`config.mk`:
```
export PLATFORM = sky130hd
export DESIGN_NAME = bsqp_ctrl
export DESIGN_NICKNAME = d
export VERILOG_FILES = /design/src/hdl/bsqp_pkg.sv /design/src/hdl/bsqp_ctrl.sv
export SDC_FILE = /design/constraint.sdc
export NUM_CORES = 1
export LEC_CHECK = 0
export ABC_AREA = 1
export BUFFER_PORTS_ARGS = -buffer_cell sky130_fd_sc_hd__buf_4
export CAP_MARGIN = 40
export CORE_MARGIN = 2
export CORE_UTILIZATION = 44
export CTS_BUF_LIST = sky130_fd_sc_hd__clkbuf_16
export DETAILED_ROUTE_END_ITERATION = 16
export PLACE_DENSITY = 0.72
export SETUP_SLACK_MARGIN = 0.3
export SLEW_MARGIN = 20
export SYNTH_ARGS = -nofsm -noshare
export SYNTH_HDL_FRONTEND = slang
export SYNTH_SLANG_ARGS = --single-unit
export TNS_END_PERCENT = 5
```
`constraint.sdc`:
```
create_clock -name clk -period 1.1 [get_ports clk]
set_input_delay 0.22 -clock clk [delete_from_list [all_inputs] [get_ports clk]]
set_output_delay 0.22 -clock clk [all_outputs]
set_load 0.02 [all_outputs]
```
`src/hdl/bsqp_pkg.sv`:
```
`timescale 1ns / 1ps
package bsqp_pkg;
	localparam int SCREEN_WIDTH_DEF  = 320;
	localparam int SCREEN_HEIGHT_DEF = 240;

	localparam logic [2:0] REG_FLOOR  = 3'd0;
	localparam logic [2:0] REG_RADIUS = 3'd1;
	localparam logic [2:0] REG_GLEFT  = 3'd2;
	localparam logic [2:0] REG_GRIGHT = 3'd3;
	localparam logic [2:0] REG_GTOP   = 3'd4;
	localparam logic [2:0] REG_GBOT   = 3'd5;

	localparam logic CMD_LOAD = 1'b0;

	typedef enum logic [3:0] {
		ST_IDLE, ST_SCALE, ST_RADIUS, ST_CORNER, ST_MAC, ST_PREP, ST_DIV,
		ST_CHECK, ST_OUT0, ST_OUT1
	} state_t;

	// controller to datapath
	typedef struct packed {
		logic load_in;     // capture caster fields
		logic scale_go;    // compute scale
		logic radius_go;   // compute radius and height check
		logic corner_go;   // build corner, preset accumulators to the translation column
		logic mac_go;      // one multiply-accumulate step
		logic prep_go;     // saturate rows, set up divide
		logic div_go;      // one divider step
		logic store_go;    // store projected corner
	} cmd_t;

	// datapath to controller
	typedef struct packed {
		logic height_bad;
		logic corner_bad;
	} status_t;
endpackage

```
`src/hdl/bsqp_ctrl.sv`:
```
`timescale 1ns / 1ps
module bsqp_ctrl (
	input  logic               clk,
	input  logic               arst_n,
	input  logic               in_fire,
	input  logic               in_cmd,
	input  logic               out_ready,
	input  bsqp_pkg::status_t  status,
	output bsqp_pkg::cmd_t     cmd,
	output logic [1:0]         corner_idx,
	output logic [1:0]         mac_idx,
	output logic               busy,
	output logic               out_valid,
	output logic               second
);
	import bsqp_pkg::*;

	state_t state_q, state_d;
	logic [1:0] corner_q, mac_q;
	logic [5:0] div_q;

	always_comb begin
		state_d = state_q;
		case (state_q)
			ST_IDLE:   if (in_fire && in_cmd != CMD_LOAD) state_d = ST_SCALE;
			ST_SCALE:  state_d = ST_RADIUS;
			ST_RADIUS: state_d = ST_CORNER;
			ST_CORNER: state_d = status.height_bad ? ST_IDLE : ST_MAC;
			ST_MAC:    if (mac_q == 2'd2) state_d = ST_PREP;
			ST_PREP:   state_d = ST_DIV;
			ST_DIV:    if (div_q == 6'd63) state_d = ST_CHECK;
			ST_CHECK:  state_d = status.corner_bad ? ST_IDLE :
			                     (corner_q == 2'd3) ? ST_OUT0 : ST_CORNER;
			ST_OUT0:   if (out_ready) state_d = ST_OUT1;
			ST_OUT1:   if (out_ready) state_d = ST_IDLE;
			default:   state_d = ST_IDLE;
		endcase
	end

	always_comb begin
		cmd = '0;
		cmd.load_in = (state_q == ST_IDLE) && in_fire;
		cmd.scale_go = state_q == ST_SCALE;
		cmd.radius_go = state_q == ST_RADIUS;
		cmd.corner_go = state_q == ST_CORNER;
		cmd.mac_go = state_q == ST_MAC;
		cmd.prep_go = state_q == ST_PREP;
		cmd.div_go = state_q == ST_DIV;
		cmd.store_go = state_q == ST_CHECK;
		busy = state_q != ST_IDLE;
		out_valid = state_q == ST_OUT0 || state_q == ST_OUT1;
		second = state_q == ST_OUT1;
	end

	always_ff @(posedge clk or negedge arst_n) begin
		if (!arst_n) begin
			state_q <= ST_IDLE; corner_q <= '0; mac_q <= '0; div_q <= '0;
		end else begin
			state_q <= state_d;
			if (state_q == ST_RADIUS) corner_q <= '0;
			else if (state_q == ST_CHECK) corner_q <= corner_q + 2'd1;
			mac_q <= (state_q == ST_MAC) ? mac_q + 2'd1 : 2'd0;
			div_q <= (state_q == ST_DIV) ? div_q + 6'd1 : 6'd0;
		end
	end

	assign corner_idx = corner_q;
	assign mac_idx = mac_q;

	a_out: assert property (@(posedge clk) disable iff (!arst_n)
		(state_q == ST_OUT0 && out_ready) |=> state_q == ST_OUT1)
		else $error("second triangle skipped");
	a_mac: assert property (@(posedge clk) disable iff (!arst_n)
		state_q == ST_MAC |-> mac_q != 2'd3) else $error("mac overrun");
	a_div: assert property (@(posedge clk) disable iff (!arst_n)
		(state_q == ST_PREP) |=> (state_q == ST_DIV && div_q == 0))
		else $error("divider start");
endmodule

```
# Word level (Yosys, flattened, before mapping)
# Index checks and enable logic that the tools add are counted.
# op_classes
n_shift	0
n_eq_ne	17
n_reduce_logical	7
n_lt_le_gt_ge	0
addsub	3
div	0
n_bitwise	0
n_mul	0
n_mux	13
# op_table
cell	n
4-bit case mux with 10 select lines	1
4-bit 2-to-1 mux	7
4-bit by 3-bit equality test with 1-bit output (second input constant)	4
4-bit by 2-bit equality test with 1-bit output (second input constant)	2
4-bit equality test (second input constant)	2
6-bit by 1-bit adder with 6-bit output (second input constant)	1
6-bit equality test (second input constant)	1
2-bit 2-to-1 mux	3
6-bit 2-to-1 mux	1
2-bit inequality test (second input constant)	3
5-bit AND reduction	1
2-bit by 1-bit adder with 2-bit output (second input constant)	2
2-bit equality test (second input constant)	2
4-bit by 1-bit equality test with 1-bit output (second input constant)	1
4-bit zero test	1
2-bit by 1-bit inequality test with 1-bit output (second input constant)	2
4-bit nonzero test	1
3-bit 2-to-1 mux	1
1-bit logical AND	2
2-bit nonzero test	1
1-bit logical OR	1
# word_totals
ff_bits	14
romBits	0
n_memories	0
word_cells	44
input_bits	7
latchBits	0
output_inout_bits	15
ram_bits	0

# Logic depth before layout (Yosys ltp)
# Gate-level depths: netlist (run 1).
# logic_depth
depth_word	4
mapped_depth	7
ltp_nobuf	7

# Least setup slack after synthesis (run 1)
# No wires, ideal clock.
# synth_path
kind	flip-flop to output port
start	register state_q[0]
end	output port cmd[7] (netlist name)
arrival_ns	1.236
path_stages_with_launch	4
path_buffers	0
slack_ns	-0.356
required_time_ns	0.880
path_cell_list	dfrtp_1 -> nor2_1 -> nand2_1 -> nor2_1
# synth_rtl
element	line_no	source
start, declared	bsqp_ctrl.sv:18	state_t state_q, state_d;
start signal, assigned	bsqp_ctrl.sv:59	state_q <= state_d;
end, declared	bsqp_ctrl.sv:9	output bsqp_pkg::cmd_t cmd,

==> key figures, run 1 <==
Global route
  – GR Layer Usage met2: 0.507
  – Largest net degree at the start of global routing: 15
  – GRT met3 Usage: 0.0476
  – Met1 usage: 0.272
  – Total GRT Usage: 0.266
  – Vias in the first global route: 886
  – Remaining Overflow, GRT: 0
  – First-pass GRT wire length: 3820 um
  – Initial antenna violation count: 0
  – GRT Max-Usage Layer: met2

Worst setup path
  – R2r worst-path depth: 7
  – Crit path launch type: flip-flop
  – Slowest library cell on the worst path: dfrtp_2
  – R2r endpoint: state_q[0]$_DFFE_PN0P_
  – Crit path buffers/inverters: 1
  – Critical path depth: 3
  – Crit path largest cell delay: 0.46 ns
  – Arrival @ worst endpoint: 1.23 ns
  – Critical Path Start: state_q[1]$_DFFE_PN0P_
  – Worst setup endpoint: cmd[0]
  – CP cell instances: nand2_2 -> nor2_4 -> buf_4
  – R2r setup slk: -0.22 ns
  – CP Class: flip-flop to primary output
  – Highest fanout seen on the critical path: 5
  – Worst r2r src: state_q[3]$_DFFE_PN0P_
  – Top cell family by delay on the critical path: flip-flops
  – Setup crit end kind: primary output
  – WP data required: 0.88 ns

Power
  – Leak pwr: 0.693 nW
  – Comb pwr share: 0.029
  – Seq pwr share: 0.420
  – Switch share: 0.179
  – Power Density: 959 mW/mm^2
  – Clk network pwr share: 0.551
  – Total chip power: 0.00123 W
  – P_int: 0.00101 W
  – P_sw: 0.000221 W
  – Peak VDD IR: 718 uV

Yosys
  – XOR/XNOR share of the synthesized area: 0
  – Mapped Cells: 102
  – Synth Area in Adders: 0.0495
  – Syn Nets: 112
  – Largest family of logic cells by synthesized area: simple AND/OR/NAND/NOR gates
  – Avg Inst Size Synth: 7.43 sq um
  – Multiplexer share of the synthesized area: 0
  – Simple-gate share of the synthesized area: 0.323
  – Flops & latches, synth: 14
  – Top post-synthesis cells by area: dfrtp_1, nand2_1, nor2_1
  – Unique masters post-synth: 13
  – Synth warn: 0
  – Post-synthesis compound-gate area fraction: 0.0710
  – Yosys top cell by area: dfrtp_1
  – Mapped Area: 758 sq um
  – Seq/Total Area, Yosys: 0.462
  – Synth top area share: 0.462

STA
  – Slew Limit Fails: 0
  – Final setup vio count: 24
  – Final clock skew: 0.00111 ns
  – RSZ-0062 raised after global routing: true
  – Achievable Freq: 689 MHz
  – Max-slew headroom: 0.839
  – Hold violation count in the final report: 0
  – Worst slew pin tran: 0.241 ns
  – Final period utilization: 1.32
  – Smallest setup slack after layout: -0.352 ns
  – Final Critical Period: 1.45 ns

Routing
  – Antenna Violating Nets Remaining: 0
  – First-pass detailed-route iteration total: 4
  – Remaining DRCs: 0
  – Final WL: 2410 um
  – Routed wire per std cell: 15.0 um
  – Vias per cell: 5.39
  – DRT iter0 DRCs: 27
  – Via count: 863

Final layout
  – Area growth syn-to-layout: 69.1%
  – Ant. Diodes: 0
  – Commonest non-fill, non-tap cell in the layout: buf_4
  – # nets final: 156
  – Fin cells: 160
  – Leading cell types in the layout, fill and taps excluded: buf_4, nand2_1, inv_1
  – Fraction of layout cells with a size suffix above 1: 0.465

Status
  – Status: complete, but fails checks
  – Failing checks: negative setup slack

Clock tree
  – CTS Buffer Depth: 2
  – CTS buffer count: 3
  – H-tree depth: 1
  – Reg clk slew, reported paths: 0.05 ns
  – CTS sink count: 14
  – TritonCTS clock tree: built
  – Clock Latency Late Sink: 0.24 ns
  – Root buffer cell: clkbuf_16

Placed design
  – Dpl hpwl: 1470 um
  – PortBufs: 21
  – Dpl cells: 150
  – Dpl ws: -0.146 ns
  – RePlAce Congestion: 0.895

Floorplan
  – Top Ports: 22
  – Chip height: 45.5 um
  – Die area: 0.00207 sq mm
  – Die width: 45.5 um
  – CORE AREA: 0.00156 sq mm
  – Num rows: 14
  – Initial core utilization: 0.486

Min path
  – Hold WC Path Type: input port to flip-flop

Run
  – Max-Cap Viols: 0
## sequential cells by signal, indices dropped and copies added, names as in the netlist
signal,count
corner_idx,2
div_q,6
mac_idx,2
state_q,4
## power groups by stage
| stage | clock, W | sequential (W) | combinational, W |
|---|---|---|---|
| finish | 0.000678 | 0.000516 | 0.0000354 |
| global route | 0.000702 | 0.000516 | 0.0000401 |
| detailed placement | 0 | 0.000524 | 0.0000321 |
| global placement | 0 | 0.000524 | 0.0000318 |
| CTS | 0.000683 | 0.000516 | 0.0000350 |
| floorplan | 0 | 0.000525 | 0.00000443 |
## logic make-up after synthesis
family | Yosys count
AO/OA/AOI/OAI | 10
buffers and inverters | 19
adder cells (fa/ha/maj) | 3
AND/OR/NAND/NOR | 56
flip-flops | 14
## how the worst min path moves through the flow
stage                    from                        end  slack, ns  cells after the start
floorplan              arst_n  corner_idx[0]$_DFFE_PN0P_      -0.08                      0
global placement       arst_n         div_q[3]$_DFF_PN0_       0.08                      1
detailed placement     arst_n         div_q[3]$_DFF_PN0_       0.08                      1
CTS                 status[1]     state_q[2]$_DFFE_PN0P_       0.15                      2
global route        status[1]     state_q[2]$_DFFE_PN0P_       0.15                      2
finish              status[1]     state_q[2]$_DFFE_PN0P_       0.15                      2
## timing repair
action                                 in CTS  in global routing
hold buffers                                1                  0
resized for setup                          26                 12
pin swaps                                   3                  5
setup endpoints to repair                  29                 29
endpoints found under the hold margin      14                  0
setup buffers                               3                  3
## metrics by stage
step	TNS (ns)	utilization	hold WS (ns)	instance area, sq um
after global placement	-1.52	0.663	0.0789	1030
after floorplan	-1.28	-	-0.0756	773
after global routing	-6.35	0.823	0.153	1280
final	-5.07	0.823	0.155	1280
after CTS	-4.60	0.783	0.152	1220
after detailed placement	-1.88	0.663	0.0787	1030
## cell usage after synthesis
| cell type | count |
|---|---|
| o31ai_1 | 1 |
| nand3_1 | 10 |
| dfrtp_1 | 14 |
| nand2_1 | 22 |
| inv_1 | 19 |
| o22ai_1 | 1 |
| nor2_4 | 1 |
| nor3_4 | 1 |
| nor2_1 | 21 |
| o21ai_0 | 4 |
| nand2_2 | 1 |
| a21oi_1 | 4 |
| ha_1 | 3 |
## per-layer routing
metal  wire length (um)  up-vias
met5                  0        -
met4                 61        0
met3                126        9
met2               1330       30
met1                893      423
li1                   -      401
## final cells by class
type	instances	area, sq um
repair buffers	39	340
inverters	19	73.8
flip-flops and latches	14	355
fillers	87	277
well taps	16	20.0
clock buffers	3	75.1
multi-input cells	69	418
Power figures use the tool's default switching activity.
==> run 2: changes to the inputs <==
Settings changed: ABC_AREA 1 to unset, CORE_UTILIZATION 44 to 45, PLACE_DENSITY 0.72 to 0.73.
==> key figures, run 2 <==
Power
  – Leak pwr: 0.638 nW (-7.9%)
  – Total chip power: 0.00315 W (+160%)
  – Peak VDD IR: 1590 uV (+120%)
  – Power Density: 2440 mW/mm^2 (+150%)

Yosys
  – Flops & latches, synth: 14 (unchanged)
  – Top post-synthesis cells by area: dfrtp_1, nor2_1, ha_1
  – Mapped Cells: 82 (-20%)
  – Primary FF master, synth: dfrtp_1
  – Mapped Area: 806 sq um (+6.3%)
  – Number of flops mapped to enable cells by yosys: 0 (unchanged)
  – Post-synth ARST share: 1.00 (unchanged)
  – Seq/Total Area, Yosys: 0.435 (-0.0273)
  – Yosys top cell by area: dfrtp_1
  – Synth top area share: 0.435 (-0.0273)
  – Unique masters post-synth: 34 (+21)
  – Synth warn: 0 (unchanged)
  – Synth cell count leaders: nor2_1, dfrtp_1, inv_1, nor3_1
  – Avg Inst Size Synth: 9.83 sq um (+32%)
  – Syn Nets: 92 (-18%)
  – Most common cell in the netlist: nor2_1

Placed design
  – Dpl hpwl: 1290 um (-12%)
  – Dpl ws: -0.322 ns (-0.176 ns)
  – RePlAce Congestion: 0.736 (-18%)
  – PortBufs: 21 (unchanged)

Global route
  – First-pass GRT wire length: 2770 um (-27%)
  – Vias in the first global route: 665 (-25%)
  – Initial antenna violation count: 0 (unchanged)
  – Remaining Overflow, GRT: 0 (unchanged)
  – Largest net degree at the start of global routing: 15 (unchanged)
  – Total GRT Usage: 0.189 (-0.0774)

STA
  – Achievable Freq: 610 MHz (-11%)
  – Max-slew headroom: 0.813 (-0.0258)
  – Smallest setup slack after layout: -0.539 ns (-0.187 ns)
  – Final clock skew: 0.000412 ns (-0.000702 ns)
  – Slew Limit Fails: 0 (unchanged)
  – Final Critical Period: 1.64 ns (+0.187 ns)
  – Final period utilization: 1.49 (+0.170)
  – RSZ-0062 raised after global routing: true
  – Hold violation count in the final report: 0 (unchanged)
  – Worst slew pin tran: 0.280 ns (+0.0396 ns)
  – Final setup vio count: 23 (-4.2%)

Clock tree
  – Clock Latency Late Sink: 0.24 ns (about the same)
  – TritonCTS clock tree: built
  – CTS Buffer Depth: 2 (unchanged)
  – CTS buffer count: 3 (unchanged)
  – CTS sink count: 14 (unchanged)
  – Reg clk slew, reported paths: 0.04 ns (about the same)
  – Root buffer cell: clkbuf_16
  – H-tree depth: 1 (unchanged)

Final layout
  – Max FFs per register: 6 (unchanged)
  – Fraction of layout cells with a size suffix above 1: 0.500 (+0.0347)
  – Commonest non-fill, non-tap cell in the layout: buf_4
  – Top Registers: div_q x6, state_q x4
  – Largest Register: div_q
  – Ant. Diodes: 0 (unchanged)
  – Area growth syn-to-layout: 60.6%
  – # nets final: 133 (-15%)
  – Leading cell types in the layout, fill and taps excluded: buf_4, nor2_1, dfrtp_1

Worst setup path
  – Crit path launch type: flip-flop
  – Critical Path Start: state_q[1]$_DFFE_PN0P_
  – WP data required: 0.88 ns (about the same)
  – CP Class: flip-flop to primary output
  – Crit path largest cell delay: 0.57 ns (+0.11 ns)
  – Slowest library cell on the worst path: or4_4
  – Highest fanout seen on the critical path: 3 (-2)
  – CP cell instances: or4_4 -> nor2_4 -> buf_6
  – Arrival @ worst endpoint: 1.42 ns (+0.19 ns)
  – Setup crit end kind: primary output
  – Worst r2r src: state_q[1]$_DFFE_PN0P_

Routing
  – Routed wire per std cell: 11.7 um (-22%)
  – First-pass detailed-route iteration total: 3 (-1)
  – Antenna Violating Nets Remaining: 0 (unchanged)
  – Remaining DRCs: 0 (unchanged)
  – Vias per cell: 4.83 (-10%)
  – Via count: 710 (-18%)
  – Final WL: 1720 um (-28%)
  – DRT iter0 DRCs: 11 (-59%)

Run
  – Max-Cap Viols: 0 (unchanged)

Floorplan
  – Top Ports: 22 (unchanged)
  – Chip height: 46.3 um (+1.8%)
  – CORE AREA: 0.00171 sq mm (+9.6%)
  – Num rows: 15 (+1)
  – Die area: 0.00215 sq mm (+3.6%)
  – Initial core utilization: 0.472 (-0.0146)
  – Die width: 46.3 um (+1.8%)

Min path
  – Hold_sp: status[1]
  – Hold WC Path Type: input port to flip-flop

Status
  – Failing checks: negative setup slack
  – Status: complete, but fails checks
## run 2: cell types whose count changed after synthesis, moves of 3 or more
cell and delta:
xor2_1 +3, a21oi_1 -3, inv_1 -11, nand2_1 -19, buf_6 +3, nor3_1 +4, o21ai_0 -3, nand3_1 -7
nor2_1 -6
## run 2: report_power, final
group	switching, W	internal (W)	leakage, nW	total, W
clock network	0.000192	0.000479	0.0385	0.000670
registers	0.000115	0.000638	0.184	0.000753
logic	0.000815	0.000914	0.415	0.00173
## run 2: cell families (layout without fill, tap and decap cells)
kind of cell | Yosys count | after routing | synth area share
buffers and inverters | 13 | 53 | 0.0932
AO/OA/AOI/OAI | 8 | 8 | 0.0823
AND/OR/NAND/NOR | 38 | 38 | 0.275
multiplexers | 2 | 2 | 0.0248
XOR/XNOR | 4 | 4 | 0.0435
adder cells (fa/ha/maj) | 3 | 3 | 0.0466
flip-flops | 14 | 14 | 0.435
## run 2: worst paths after layout
path,slack [ns],depth (start not counted),endpoint
min,0.30,4,state_q[2]$_DFFE_PN0P_
max in group asynchronous,0.56,2,state_q[3]$_DFFE_PN0P_
max,-0.54,3,cmd[7]
min reg2reg,0.48,1,mac_idx[0]$_DFF_PN0_
min in group asynchronous,0.36,2,div_q[1]$_DFF_PN0_
max reg2reg,-0.33,4,state_q[0]$_DFFE_PN0P_
## run 2: metal layers
layer | routed length (um) | part of all wire | track usage | vias to the layer above
met3 | 86 | 0.050 | 0.0706 | 2
met5 | 0 | 0 | 0 | -
met4 | 21 | 0.012 | 0.0686 | 0
met1 | 756 | 0.44 | 0.246 | 334
li1 | - | - | - | 360
met2 | 861 | 0.50 | 0.286 | 14
## run 2: per-stage QoR
step / hold slack, ns / cell area [sq um] / cells / utilization / setup TNS [ns]
after floorplan: -0.0756 / 820 / 82 / - / -3.27
after global placement: 0.0741 / 1100 / 141 / 0.643 / -3.52
after detailed placement: 0.0754 / 1100 / 141 / 0.643 / -3.85
after CTS: 0.290 / 1250 / 147 / 0.733 / -6.67
after global routing: 0.313 / 1290 / 147 / 0.758 / -7.80
final: 0.302 / 1290 / 147 / 0.758 / -6.33
## run 2: worst max-delay path: cells and delay by family, from the launching register on
kind          cells  cell delay (ns)
simple gates      2             0.67
flops             1             0.39
buf+inv           1             0.12
## run 2: cell type report
class | count | area [sq um]
Clock buffer | 3 | 75.1
Timing Repair Buffer | 41 | 348
Tap cell | 25 | 31.3
Inverter | 8 | 30.0
Clock inverter | 1 | 3.75
Sequential cell | 14 | 353
Fill cell | 129 | 414
Multi-Input combinational cell | 55 | 453
## run 2: timing repair
action,CTS,global route
hold endpoints to repair,14,0
endpoints found under the setup margin,29,29
buffers inserted,1,0
pin swaps,4,2
hold buffers,1,0
resized for setup,14,10
==> run 3: changes to the inputs <==
Settings changed: CORE_ASPECT_RATIO set to 0.9.
==> key figures, run 3 (synthesized netlist as in run 2, its figures left out) <==
STA
  – Hold violation count in the final report: 0 (unchanged)
  – Slew Limit Fails: 0 (unchanged)
  – Achievable Freq: 601 MHz (-1.5%)
  – Max-slew headroom: 0.791 (-0.0220)
  – Final period utilization: 1.51 (+0.0219)
  – RSZ-0062 raised after global routing: true
  – Smallest setup slack after layout: -0.563 ns (-0.0241 ns)
  – Worst slew pin tran: 0.313 ns (+0.0330 ns)
  – Final clock skew: 0.00197 ns (+0.00156 ns)
  – Final Critical Period: 1.66 ns (+0.0241 ns)
  – Final setup vio count: 24 (+4.3%)

Worst setup path
  – Crit path launch type: flip-flop
  – Highest fanout seen on the critical path: 4 (+1)
  – R2r setup slk: -0.37 ns (-0.04 ns)
  – Arrival @ worst endpoint: 1.44 ns (+0.02 ns)
  – R2r worst-path depth: 4 (unchanged)
  – Worst r2r src: state_q[2]$_DFFE_PN0P_
  – CP Class: flip-flop to primary output
  – R2r endpoint: state_q[0]$_DFFE_PN0P_
  – WP data required: 0.88 ns (about the same)
  – Setup crit end kind: primary output

Clock tree
  – CTS Buffer Depth: 2 (unchanged)
  – CTS sink count: 14 (unchanged)
  – TritonCTS clock tree: built
  – Root buffer cell: clkbuf_16
  – H-tree depth: 1 (unchanged)
  – Reg clk slew, reported paths: 0.05 ns (about the same)
  – Clock Latency Late Sink: 0.24 ns (about the same)
  – CTS buffer count: 3 (unchanged)

Placed design
  – Dpl ws: -0.330 ns (-0.00845 ns)
  – PortBufs: 21 (unchanged)
  – RePlAce Congestion: 0.740 (+0.54%)
  – Dpl cells: 139 (-1.4%)
  – Dpl hpwl: 1330 um (+3.0%)

Run
  – Max-Cap Viols: 0 (unchanged)

Final layout
  – Leading cell types in the layout, fill and taps excluded: buf_4, dfrtp_1, nor2_1, buf_6, inv_1
  – Area growth syn-to-layout: 60.7% (about the same)
  – Ant. Diodes: 0 (unchanged)
  – Largest Register: div_q
  – Fraction of layout cells with a size suffix above 1: 0.484 (-0.0164)
  – Top Registers: div_q x6, state_q x4
  – Max FFs per register: 6 (unchanged)
  – Fin cells: 146 (-0.68%)
  – Commonest non-fill, non-tap cell in the layout: buf_4
  – # fillers: 121 (-6.2%)
  – # nets final: 133 (unchanged)

Min path
  – Hold_sp: status[0]
  – Hold WC Path Type: input port to flip-flop
  – Hold Path Sink: state_q[1]$_DFFE_PN0P_
  – Hold depth: 4 (unchanged)

Routing
  – Vias per cell: 5.03 (+4.1%)
  – Final WL: 2080 um (+21%)
  – Routed wire per std cell: 14.3 um (+22%)
  – First-pass detailed-route iteration total: 2 (-1)
  – Antenna Violating Nets Remaining: 0 (unchanged)
  – Remaining DRCs: 0 (unchanged)
  – DRT iter0 DRCs: 7 (-4)
  – Via count: 734 (+3.4%)

Status
  – Failing checks: negative setup slack
  – Status: complete, but fails checks

Power
  – Total chip power: 0.00323 W (+2.4%)
  – Power Density: 2490 mW/mm^2 (+2.3%)
  – Leak pwr: 0.647 nW (+1.4%)
  – Peak VDD IR: 2030 uV (+28%)

Global route
  – Remaining Overflow, GRT: 0 (unchanged)
  – Total GRT Usage: 0.228 (+0.0395)
  – Initial antenna violation count: 0 (unchanged)
  – First-pass GRT wire length: 3510 um (+27%)
  – Largest net degree at the start of global routing: 15 (unchanged)
  – Vias in the first global route: 768 (+15%)

Floorplan
  – Die area: 0.00215 sq mm (about the same)
  – Num rows: 14 (-1)
  – Chip height: 44.1 um (-4.7%)
  – Top Ports: 22 (unchanged)
  – CORE AREA: 0.00168 sq mm (-1.5%)
  – Initial core utilization: 0.479 (+0.00737)
  – Die width: 48.6 um (+4.9%)
-- run 3: cell counts in the layout (fill, tap and decap cells not counted) --
No cell type changed its count.
-- run 3: cell type report --
type	instances	area (sq um)	area share
Clock buffer	3	75.1	0.0580
Sequential cell	14	352	0.271
Multi-Input combinational cell	55	449	0.347
Inverter	8	30.0	0.0232
Clock inverter	1	3.75	0.00290
Timing Repair Buffer	41	355	0.274
Tap cell	24	30.0	0.0232
-- run 3: critical path, stage by stage, from the launching register on --
cell and delay, ns:
dfrtp_1 0.41, or4_4 0.56, nor2_4 0.11, buf_6 0.12
-- run 3: per-layer routing --
metal	share of wire	routed length (um)	vias to the layer above	global-route usage
met5	0	0	-	0
met4	0.031	65	0	0.131
met3	0.037	77	6	0.0676
met2	0.53	1110	22	0.411
met1	0.40	834	343	0.245
li1	-	-	363	-
-- run 3: metrics by stage --
step | TNS [ns] | cell area (sq um) | hold slack (ns) | util
after floorplan | -3.27 | 820 | -0.0756 | -
after detailed placement | -3.63 | 1090 | 0.0780 | 0.648
final | -6.40 | 1290 | 0.278 | 0.770
after global placement | -3.11 | 1090 | 0.0729 | 0.648
after CTS | -6.15 | 1260 | 0.281 | 0.751
after global routing | -7.75 | 1290 | 0.313 | 0.770
-- run 3: what timing repair did --
item,4_1_cts,5_1_grt
gates resized for setup,18,6
hold endpoints to repair,14,0
endpoints found under the setup margin,29,29
buffers inserted,1,1
pin swaps,3,2
hold buffers,1,0
-- run 3: worst max-delay path by stage --
| stage | slack, ns | start | to |
|---|---|---|---|
| final | -0.56 | state_q[1]$_DFFE_PN0P_ | cmd[7] |
| after detailed placement | -0.33 | corner_idx[0]$_DFFE_PN0P_ | state_q[0]$_DFFE_PN0P_ |
| after global placement | -0.28 | corner_idx[0]$_DFFE_PN0P_ | state_q[0]$_DFFE_PN0P_ |
| after floorplan | -0.38 | state_q[0]$_DFFE_PN0P_ | cmd[7] |
| after global routing | -0.59 | state_q[1]$_DFFE_PN0P_ | cmd[7] |
| after CTS | -0.55 | state_q[3]$_DFFE_PN0P_ | cmd[7] |
-- run 3: report_power, final --
part	switching, W	internal (W)
combinational	0.000858	0.000907
clock	0.000204	0.000480
sequential	0.000140	0.000638
